==> src/hdl/pat_pkg.sv <==
// Package with shared types, codes and constants of the pending acknowledgement table.
`default_nettype none
package pat_pkg;

	// Default table depth and the maximum number of results from one sweep.
	localparam int TABLE_DEPTH_DEF = 16;
	localparam int MAX_RESULTS     = 16;
	localparam int CNT_W           = $clog2(MAX_RESULTS + 1);

	// Timeout register value after reset, in milliseconds.
	localparam logic [15:0] TIMEOUT_RESET = 16'd3000;

	// Request type codes.
	localparam logic [1:0] REQ_ADD   = 2'd0;
	localparam logic [1:0] REQ_ACK   = 2'd1;
	localparam logic [1:0] REQ_SWEEP = 2'd2;

	// Result status codes.
	localparam logic [2:0] STS_ADDED     = 3'd0;
	localparam logic [2:0] STS_FULL      = 3'd1;
	localparam logic [2:0] STS_REMOVED   = 3'd2;
	localparam logic [2:0] STS_NOT_FOUND = 3'd3;
	localparam logic [2:0] STS_EXPIRED   = 3'd4;
	localparam logic [2:0] STS_NONE      = 3'd5;

	// One table entry as held by a cell of the ring.
	typedef struct packed {
		logic        valid;
		logic [15:0] mod_id;
		logic [7:0]  cmd_id;
		logic [31:0] stamp;
	} entry_t;

	// One result item.
	typedef struct packed {
		logic [2:0]  status;
		logic [15:0] mod_id;
		logic [7:0]  cmd_id;
		logic        last;
	} rsp_t;

	// Sequencer states.
	typedef enum logic [2:0] {
		S_IDLE,
		S_ADD,
		S_ACK_FIND,
		S_ACK_DEL,
		S_SWEEP,
		S_FINISH
	} state_t;

endpackage
`default_nettype wire

==> src/hdl/pat_if.sv <==
// Handshake interfaces for the request, result and timeout configuration channels.
`default_nettype none

// Request channel.
interface pat_req_if;
	logic        valid;
	logic        ready;
	logic [1:0]  req_type;
	logic [15:0] mod_id;
	logic [7:0]  cmd_id;
	logic [31:0] now_ms;

	modport source (output valid, output req_type, output mod_id,
		output cmd_id, output now_ms, input ready);
	modport sink (input valid, input req_type, input mod_id,
		input cmd_id, input now_ms, output ready);
endinterface

// Result channel.
interface pat_rsp_if;
	logic        valid;
	logic        ready;
	logic [2:0]  status;
	logic [15:0] module_uid_out;
	logic [7:0]  command_id_out;
	logic        last;

	modport source (output valid, output status, output module_uid_out,
		output command_id_out, output last, input ready);
	modport sink (input valid, input status, input module_uid_out,
		input command_id_out, input last, output ready);
endinterface

// Timeout register write channel.
interface pat_cfg_if;
	logic        valid;
	logic        ready;
	logic [15:0] data;

	modport source (output valid, output data, input ready);
	modport sink (input valid, input data, output ready);
endinterface

`default_nettype wire

==> src/hdl/pat_cell.sv <==
// One cell of the entry ring: holds one table entry and takes its neighbor's on a shift.
`default_nettype none
module pat_cell (
	input  wire logic           clk,
	input  wire logic           arst_n,
	input  wire logic           shift,
	input  wire pat_pkg::entry_t d,
	output pat_pkg::entry_t      q
);
	import pat_pkg::*;

	logic        valid_q;
	logic [15:0] module_q;
	logic [7:0]  command_q;
	logic [31:0] stamp_q;

	// The valid bit is control state and is cleared by reset.
	always_ff @(posedge clk or negedge arst_n) begin
		if (!arst_n) begin
			valid_q <= 1'b0;
		end else if (shift) begin
			valid_q <= d.valid;
		end
	end

	// The key and stamp are only looked at while the valid bit is set.
	always_ff @(posedge clk) begin
		if (shift) begin
			module_q  <= d.mod_id;
			command_q <= d.cmd_id;
			stamp_q   <= d.stamp;
		end
	end

	assign q = '{valid: valid_q, mod_id: module_q, cmd_id: command_q, stamp: stamp_q};

endmodule
`default_nettype wire

==> src/hdl/pending_ack_timeout_table.sv <==
// Top level of the pending acknowledgement table: entry ring and request sequencer.
//
//  channel  dir  handshake      payload
//  req      in   valid/ready    req_type, mod_id, cmd_id, now_ms
//  rsp      out  valid/ready    status, module_uid_out, command_id_out, last
//  cfg      in   valid/ready    data (timeout_ms, 16 bits)
//
// The entries sit in a ring of TABLE_DEPTH cells that rotates by one slot per cycle while a
// request walks it, save while a sweep waits on a full result register; cell 0 is the only
// one inspected or changed. An add makes one pass of the ring, an ack one search pass and,
// when an entry matches, one removal pass, a sweep one pass; each then waits in its finish
// state for a free result register. One request is at work at a time. Reset empties the
// table at once and loads a timeout of 3000 ms.
`default_nettype none
module pending_ack_timeout_table #(
	parameter int TABLE_DEPTH = pat_pkg::TABLE_DEPTH_DEF
) (
	input  wire logic clk,
	input  wire logic arst_n,
	pat_req_if.sink   req,
	pat_rsp_if.source rsp,
	pat_cfg_if.sink   cfg
);
	import pat_pkg::*;

	localparam int IDX_W = $clog2(TABLE_DEPTH);
	localparam logic [IDX_W-1:0] LAST_IDX = IDX_W'(TABLE_DEPTH - 1);

	entry_t cell_q [TABLE_DEPTH];
	entry_t head;
	entry_t fb;
	logic   shift;

	state_t state_q, state_d;
	logic [IDX_W-1:0] step_q;
	logic [15:0] timeout_q;

	logic [1:0]  type_q;
	logic [15:0] mod_q;
	logic [7:0]  cmd_q;
	logic [31:0] now_q;

	logic             placed_q;
	logic             found_q;
	logic [IDX_W-1:0] best_idx_q;
	logic [31:0]      best_age_q;
	logic             pend_q;
	logic [15:0]      pend_mod_q;
	logic [7:0]       pend_cmd_q;
	logic [CNT_W-1:0] n_q;

	logic rsp_valid_q;
	rsp_t rsp_q, rsp_d;
	logic load;

	logic [31:0] age;
	logic key_match, better, expired, last_step, out_free, place, accept;

	// Ring of cells: each takes its upper neighbor, the top one takes the head feedback.
	for (genvar g = 0; g < TABLE_DEPTH; g++) begin : g_cell
		if (g == TABLE_DEPTH - 1) begin : g_top
			pat_cell u_cell (.clk(clk), .arst_n(arst_n), .shift(shift), .d(fb), .q(cell_q[g]));
		end else begin : g_mid
			pat_cell u_cell (.clk(clk), .arst_n(arst_n), .shift(shift), .d(cell_q[g+1]),
				.q(cell_q[g]));
		end
	end

	assign head = cell_q[0];

	// Tests on the entry at the head of the ring.
	assign age       = now_q - head.stamp;
	assign key_match = head.valid && (head.mod_id == mod_q) && (head.cmd_id == cmd_q);
	assign better    = key_match && (!found_q || (age > best_age_q));
	assign expired   = head.valid && (age > {16'd0, timeout_q}) &&
		(n_q < CNT_W'(MAX_RESULTS));
	assign place     = !placed_q && !head.valid;
	assign last_step = (step_q == LAST_IDX);
	assign out_free  = !rsp_valid_q || rsp.ready;
	assign accept    = req.valid && req.ready;

	assign req.ready = (state_q == S_IDLE);
	assign cfg.ready = 1'b1;

	// State register.
	always_ff @(posedge clk or negedge arst_n) begin
		if (!arst_n) begin
			state_q <= S_IDLE;
		end else begin
			state_q <= state_d;
		end
	end

	// Next state, ring control, head feedback and result loading.
	always_comb begin
		state_d = state_q;
		shift   = 1'b0;
		fb      = head;
		load    = 1'b0;
		rsp_d   = '{status: STS_NONE, mod_id: mod_q, cmd_id: cmd_q, last: 1'b1};
		unique case (state_q)
			S_IDLE: begin
				if (accept) begin
					unique case (req.req_type)
						REQ_ADD:   state_d = S_ADD;
						REQ_ACK:   state_d = S_ACK_FIND;
						REQ_SWEEP: state_d = S_SWEEP;
						default:   state_d = S_IDLE;
					endcase
				end
			end
			S_ADD: begin
				shift = 1'b1;
				if (place) begin
					fb = '{valid: 1'b1, mod_id: mod_q, cmd_id: cmd_q, stamp: now_q};
				end
				if (last_step) begin
					state_d = S_FINISH;
				end
			end
			S_ACK_FIND: begin
				shift = 1'b1;
				if (last_step) begin
					state_d = (found_q || better) ? S_ACK_DEL : S_FINISH;
				end
			end
			S_ACK_DEL: begin
				shift = 1'b1;
				if (step_q == best_idx_q) begin
					fb.valid = 1'b0;
				end
				if (last_step) begin
					state_d = S_FINISH;
				end
			end
			S_SWEEP: begin
				// A new expired entry pushes the one held back; wait if the output is full.
				if (expired && pend_q) begin
					shift = out_free;
					load  = out_free;
					rsp_d = '{status: STS_EXPIRED, mod_id: pend_mod_q,
						cmd_id: pend_cmd_q, last: 1'b0};
				end else begin
					shift = 1'b1;
				end
				if (expired) begin
					fb.valid = 1'b0;
				end
				if (last_step && shift) begin
					state_d = S_FINISH;
				end
			end
			S_FINISH: begin
				unique case (type_q)
					REQ_ADD: begin
						rsp_d.status = placed_q ? STS_ADDED : STS_FULL;
					end
					REQ_ACK: begin
						rsp_d.status = found_q ? STS_REMOVED : STS_NOT_FOUND;
					end
					default: begin
						if (pend_q) begin
							rsp_d = '{status: STS_EXPIRED, mod_id: pend_mod_q,
								cmd_id: pend_cmd_q, last: 1'b1};
						end else begin
							rsp_d = '{status: STS_NONE, mod_id: 16'd0,
								cmd_id: 8'd0, last: 1'b1};
						end
					end
				endcase
				if (out_free) begin
					load    = 1'b1;
					state_d = S_IDLE;
				end
			end
			default: state_d = S_IDLE;
		endcase
	end

	// Sequencer control registers and the timeout register.
	always_ff @(posedge clk or negedge arst_n) begin
		if (!arst_n) begin
			step_q      <= '0;
			placed_q    <= 1'b0;
			found_q     <= 1'b0;
			pend_q      <= 1'b0;
			n_q         <= '0;
			rsp_valid_q <= 1'b0;
			timeout_q   <= TIMEOUT_RESET;
		end else begin
			if (cfg.valid) begin
				timeout_q <= cfg.data;
			end
			if (accept) begin
				step_q   <= '0;
				placed_q <= 1'b0;
				found_q  <= 1'b0;
				pend_q   <= 1'b0;
				n_q      <= '0;
			end
			if (shift) begin
				step_q <= last_step ? '0 : step_q + 1'b1;
				if (state_q == S_ADD && place) begin
					placed_q <= 1'b1;
				end
				if (state_q == S_ACK_FIND && better) begin
					found_q <= 1'b1;
				end
				if (state_q == S_SWEEP && expired) begin
					pend_q <= 1'b1;
					n_q    <= n_q + 1'b1;
				end
			end
			if (load) begin
				rsp_valid_q <= 1'b1;
			end else if (rsp.ready) begin
				rsp_valid_q <= 1'b0;
			end
		end
	end

	// Payload registers: request copy, best match, held-back expired key, result.
	always_ff @(posedge clk) begin
		if (accept) begin
			type_q <= req.req_type;
			mod_q  <= req.mod_id;
			cmd_q  <= req.cmd_id;
			now_q  <= req.now_ms;
		end
		if (shift && state_q == S_ACK_FIND && better) begin
			best_idx_q <= step_q;
			best_age_q <= age;
		end
		if (shift && state_q == S_SWEEP && expired) begin
			pend_mod_q <= head.mod_id;
			pend_cmd_q <= head.cmd_id;
		end
		if (load) begin
			rsp_q <= rsp_d;
		end
	end

	assign rsp.valid          = rsp_valid_q;
	assign rsp.status         = rsp_q.status;
	assign rsp.module_uid_out = rsp_q.mod_id;
	assign rsp.command_id_out = rsp_q.cmd_id;
	assign rsp.last           = rsp_q.last;

endmodule
`default_nettype wire

==> src/flat_wrapper.sv <==
// flat-port wrapper written by rule: the top's interface ports become plain ports
module pending_ack_timeout_table_flat import pat_pkg::*;
#(
	parameter int TABLE_DEPTH = pat_pkg::TABLE_DEPTH_DEF
)
  (clk, arst_n, req_valid, req_req_type, req_mod_id, req_cmd_id, req_now_ms, req_ready, rsp_valid, rsp_status, rsp_module_uid_out, rsp_command_id_out, rsp_last, rsp_ready, cfg_valid, cfg_data, cfg_ready);
  pat_req_if req_i ();
  pat_rsp_if rsp_i ();
  pat_cfg_if cfg_i ();
  input  wire logic clk;
  input  wire logic arst_n;
  input wire logic [$bits(req_i.valid)-1:0] req_valid;
  input wire logic [$bits(req_i.req_type)-1:0] req_req_type;
  input wire logic [$bits(req_i.mod_id)-1:0] req_mod_id;
  input wire logic [$bits(req_i.cmd_id)-1:0] req_cmd_id;
  input wire logic [$bits(req_i.now_ms)-1:0] req_now_ms;
  output wire logic [$bits(req_i.ready)-1:0] req_ready;
  output wire logic [$bits(rsp_i.valid)-1:0] rsp_valid;
  output wire logic [$bits(rsp_i.status)-1:0] rsp_status;
  output wire logic [$bits(rsp_i.module_uid_out)-1:0] rsp_module_uid_out;
  output wire logic [$bits(rsp_i.command_id_out)-1:0] rsp_command_id_out;
  output wire logic [$bits(rsp_i.last)-1:0] rsp_last;
  input wire logic [$bits(rsp_i.ready)-1:0] rsp_ready;
  input wire logic [$bits(cfg_i.valid)-1:0] cfg_valid;
  input wire logic [$bits(cfg_i.data)-1:0] cfg_data;
  output wire logic [$bits(cfg_i.ready)-1:0] cfg_ready;
  assign req_i.valid = req_valid;
  assign req_i.req_type = req_req_type;
  assign req_i.mod_id = req_mod_id;
  assign req_i.cmd_id = req_cmd_id;
  assign req_i.now_ms = req_now_ms;
  assign req_ready = req_i.ready;
  assign rsp_valid = rsp_i.valid;
  assign rsp_status = rsp_i.status;
  assign rsp_module_uid_out = rsp_i.module_uid_out;
  assign rsp_command_id_out = rsp_i.command_id_out;
  assign rsp_last = rsp_i.last;
  assign rsp_i.ready = rsp_ready;
  assign cfg_i.valid = cfg_valid;
  assign cfg_i.data = cfg_data;
  assign cfg_ready = cfg_i.ready;
  pending_ack_timeout_table #(.TABLE_DEPTH(TABLE_DEPTH)) u_core (.clk(clk), .arst_n(arst_n), .req(req_i), .rsp(rsp_i), .cfg(cfg_i));
endmodule
==> config.mk <==
export PLATFORM = sky130hd
export DESIGN_NAME = pending_ack_timeout_table_flat
export DESIGN_NICKNAME = d
export VERILOG_FILES = /design/src/hdl/pat_pkg.sv /design/src/hdl/pat_if.sv /design/src/hdl/pat_cell.sv /design/src/hdl/pending_ack_timeout_table.sv /design/src/flat_wrapper.sv
export SDC_FILE = /design/constraint.sdc
export NUM_CORES = 1
export LEC_CHECK = 0
export BUFFER_PORTS_ARGS = -buffer_cell sky130_fd_sc_hd__buf_2
export CAP_MARGIN = 30
export CELL_PAD_IN_SITES_DETAIL_PLACEMENT = 0
export CELL_PAD_IN_SITES_GLOBAL_PLACEMENT = 1
export CORE_MARGIN = 4
export CORE_UTILIZATION = 45
export CTS_BUF_LIST = sky130_fd_sc_hd__clkbuf_8 sky130_fd_sc_hd__clkbuf_16
export DETAILED_ROUTE_END_ITERATION = 7
export PLACE_DENSITY_LB_ADDON = 0.15
export SLEW_MARGIN = 20
export SYNTH_ARGS = -nofsm -noshare
export SYNTH_HDL_FRONTEND = slang
export SYNTH_SLANG_ARGS = --single-unit
==> constraint.sdc <==
create_clock -name clk -period 15 [get_ports clk]
set_clock_uncertainty 0.05 [all_clocks]
set_input_delay 1.5 -clock clk [delete_from_list [all_inputs] [get_ports clk]]
set_output_delay 1.5 -clock clk [all_outputs]
set_load 0.02 [all_outputs]
==> flow_metrics.tcl <==
set metrics [dict create \
    status "finished, final reports clean" \
    ant_nets 0 \
    drv_cap 0 \
    syn2layout_area_growth_pct 15.0 \
    cp-start-kind "flip-flop" \
    viasPerCell 5.07 \
    worstPathArrival_ns 7.98 \
    postCtsSetupBuffers 0 \
    hold_viol 0 \
    crit_type "flip-flop to flip-flop" \
    post-route-util_pct 52.4 \
    core_um2 83800 \
    num-fill-cells 6696 \
    period_share_pct 51.2 \
    ff2ff_path_depth 21 \
    r2r_slack_ns 7.32 \
    power_switching_mw 3.42 \
    post-route-min-period_ns 7.68 \
    worstSkewPairLatency_ns 0.68 \
    grt_pass1_wl_um 101000 \
    synth_compound_area_share_pct 4.42 \
    cts_max_level 3 \
    synthCells 1901 \
    postSynthAreaPerCell_um2 20.1 \
    worstSetupEndpointType "flip-flop" \
    numClockSinks 1090 \
    fin_tns_setup_ns 0 \
    pwr-share-comb_pct 22.2 \
    cts_resized 0 \
    rsz0062_at_grt "no" \
    route.vias.total 16900 \
    slowest_stage "buf_12" \
    grt_pass1_vias 17000 \
    async_reset_ff_share_pct 4.40 \
    fp-row-count 106 \
    r2r_end "u_core.g_cell[2].g_mid.u_cell.stamp_q[4]" \
    hold_class "flip-flop to flip-flop" \
    required_ns 15.30 \
    worstPathCellList "inv_1 > ha_1 > inv_1 > fa_1 > a21o_1 > a221o_1 > a21boi_0 > o21ai_0 > a21oi_1 > xnor2_1 > ha_1 > nand4_1 > or4_1 > a221o_1 > a211oi_2 > and4_1 > a21boi_1 > o21ai_4 > buf_12 > buf_4 > buf_16" \
    fmax_ghz 0.130 \
    power.share.switching_pct 29.9 \
    initial_core_util_pct 45.6 \
    place.port_buffers 108 \
    root_buffer "clkbuf_16" \
    drive_above_1_share_pct 16.5 \
    dieArea_um2 89600 \
    ir_drop_mv 0.272 \
    power.total_mw 11.5 \
    clk_pin_slew_worst_paths_ns 0.07 \
    drt_pre_antenna_iters 5 \
    overflow 0 \
    synthMuxAreaShare_pct 2.39 \
    synth_top_family_by_area "compound AO/OA/AOI/OAI gates" \
    grt_max_degree 218 \
    p_int_mw 8.03 \
    worstHoldStart "u_core.g_cell[12].g_mid.u_cell.command_q[7]" \
    synthAdderAreaFrac_pct 2.67 \
    grt_util_all_layers_pct 14.6 \
    synth_area_um2 38200 \
    ios 110 \
    design_area_um2 43900 \
    synth_edf_count 1042 \
    yosysMostFrequentCell "edfxtp_1" \
    path_delay_family "compound AO/OA/AOI/OAI gates" \
    yosysTopAreaCell "edfxtp_1" \
    drt-total-wl_um 66200 \
    ys_seq_area_share_pct 85.1 \
    postCtsHoldBufs 0 \
    clockBufferDepth 3 \
    fin_nets 2259 \
    placed_area_um2 40200 \
    drc 0 \
    max_slew_margin_pct 27.5 \
    crit_buf_inv 5 \
    sequentialPowerShare_pct 54.3 \
    cts_tree "yes" \
    ys_types 76 \
    maxSlewViolCount 0 \
    timing.rr.start "u_core.now_q[0]" \
    yosys.area_share.xor_xnor_pct 1.15 \
    leakage_nw 15.8 \
    cp_max_fo 190 \
    first_iter_violations 1297 \
    setup_viol 0 \
    dpl.hpwl_um 40100 \
    hold_path_depth 0 \
    synthTopCellsByCount "1042 x edfxtp_1, 95 x inv_1, 79 x ha_1, 79 x nand2_1, 64 x o21ai_0" \
    power.density_nw_per_um2 261 \
    synth_top_flop_cell "edfxtp_1" \
    yosys_warnings 0 \
    synth_top_cells_by_area "edfxtp_1 82%, dfrtp_1 2.7%, ha_1 2.6%" \
    gp_congestion 0.815 \
    antenna_cells 0 \
    critical_path.max_stage_delay_ns 0.71 \
    wl_per_cell_um 19.9 \
    synth_seq_cells 1090 \
    yosys.area.top_type_share_pct 82.0 \
    tightest_slew_ns 1.09 \
    chipWidth_um 299 \
    clockPowerShare_pct 23.5 \
    hold_end "u_core.g_cell[11].g_mid.u_cell.command_q[7]" \
    synthSimpleGateAreaFrac_pct 2.86 \
    cts_made_buffers 108 \
    antenna_found_initial 2 \
    die_h_um 299 \
    syn-num-nets 2060 \
]
routing by layer:
metal	share of wire, %	vias up	GRT usage [%]
met5	0.020	-	0
met4	3.0	2	5.17
met3	3.5	128	2.63
met2	46	318	22.4
met1	48	8598	21.2
li1	-	7821	-
layout by cell type (no fill, tap or decap), drive strengths merged, types with 26 or more instances in the layout:
cell type	count
edfxtp	1042
inv	134
buf	125
clkbuf	111
nand2	79
ha	79
mux2	73
o21ai	72
a21oi	54
dfrtp	41
clkinv	39
nor2	35
a22o	26
layout make-up:
class | instances | area (um2) | share of cell area, %
Tap cell | 1134 | 1420 | 3.23
Multi-Input combinational cell | 680 | 5200 | 11.8
Clock inverter | 93 | 886 | 2.02
Sequential cell | 1090 | 32500 | 74.0
Clock buffer | 111 | 2740 | 6.25
Timing Repair Buffer | 125 | 793 | 1.81
Inverter | 95 | 358 | 0.815
power groups by stage:
stage               clock (mW)  sequential (mW)  combinational, mW
finish                    2.69             6.22               2.54
global route              2.92             6.36               2.83
CTS                       2.78             6.25               2.56
detailed placement           0             6.25               2.55
global placement             0             6.23               2.48
floorplan                    0             6.44               1.76
how the worst max path moves through the flow:
| stage | startpoint | end | depth (start not counted) |
|---|---|---|---|
| 5_1_grt | u_core.now_q[0] | u_core.g_cell[3].g_mid.u_cell.stamp_q[3] | 21 |
| 2_1_floorplan | u_core.now_q[0] | u_core.step_q[0] | 21 |
| 6_report | u_core.now_q[0] | u_core.g_cell[2].g_mid.u_cell.stamp_q[4] | 21 |
| 4_1_cts | u_core.now_q[0] | u_core.g_cell[6].g_mid.u_cell.stamp_q[6] | 20 |
| 3_5_place_dp | u_core.now_q[0] | u_core.g_cell[11].g_mid.u_cell.stamp_q[7] | 20 |
| 3_3_place_gp | u_core.now_q[0] | u_core.g_cell[4].g_mid.u_cell.stamp_q[7] | 20 |
registers in the layout, summed over array words and instances (netlist names), 4 cells and up:
signal	flops
u_core.best_age_q	32
u_core.best_idx_q	4
u_core.cmd_q	8
u_core.g_cell.g_mid.u_cell.command_q	120
u_core.g_cell.g_mid.u_cell.module_q	240
u_core.g_cell.g_mid.u_cell.stamp_q	480
u_core.g_cell.g_mid.u_cell.valid_q	15
u_core.g_cell.g_top.u_cell.command_q	8
u_core.g_cell.g_top.u_cell.module_q	16
u_core.g_cell.g_top.u_cell.stamp_q	32
u_core.mod_q	16
u_core.n_q	5
u_core.now_q	32
u_core.pend_cmd_q	8
u_core.pend_mod_q	16
u_core.rsp.command_id_out	8
u_core.rsp.module_uid_out	16
u_core.step_q	4
u_core.timeout_q	16
logic make-up (layout without fill, tap and decap cells):
group                      count (synthesis)  after routing
xor gates and xnor gates                  50             50
AOI/OAI and AO/OA                        248            248
adders and majority gates                 81             81
and+or+nand+nor                          218            218
buffers and inverters                    131            424
DFF                                     1090           1090
muxes                                     82             82
other                                      1              1
per-stage QoR:
step	hold WS (ns)	cells	setup slack (ns)
finish	0.333	3328	7.32
global placement	0.350	3119	7.30
detailed placement	0.355	3122	7.15
global route	0.356	3328	6.73
CTS	0.340	3326	7.13
floorplan	0.350	1901	4.22
(Power assumes the default switching activity.)
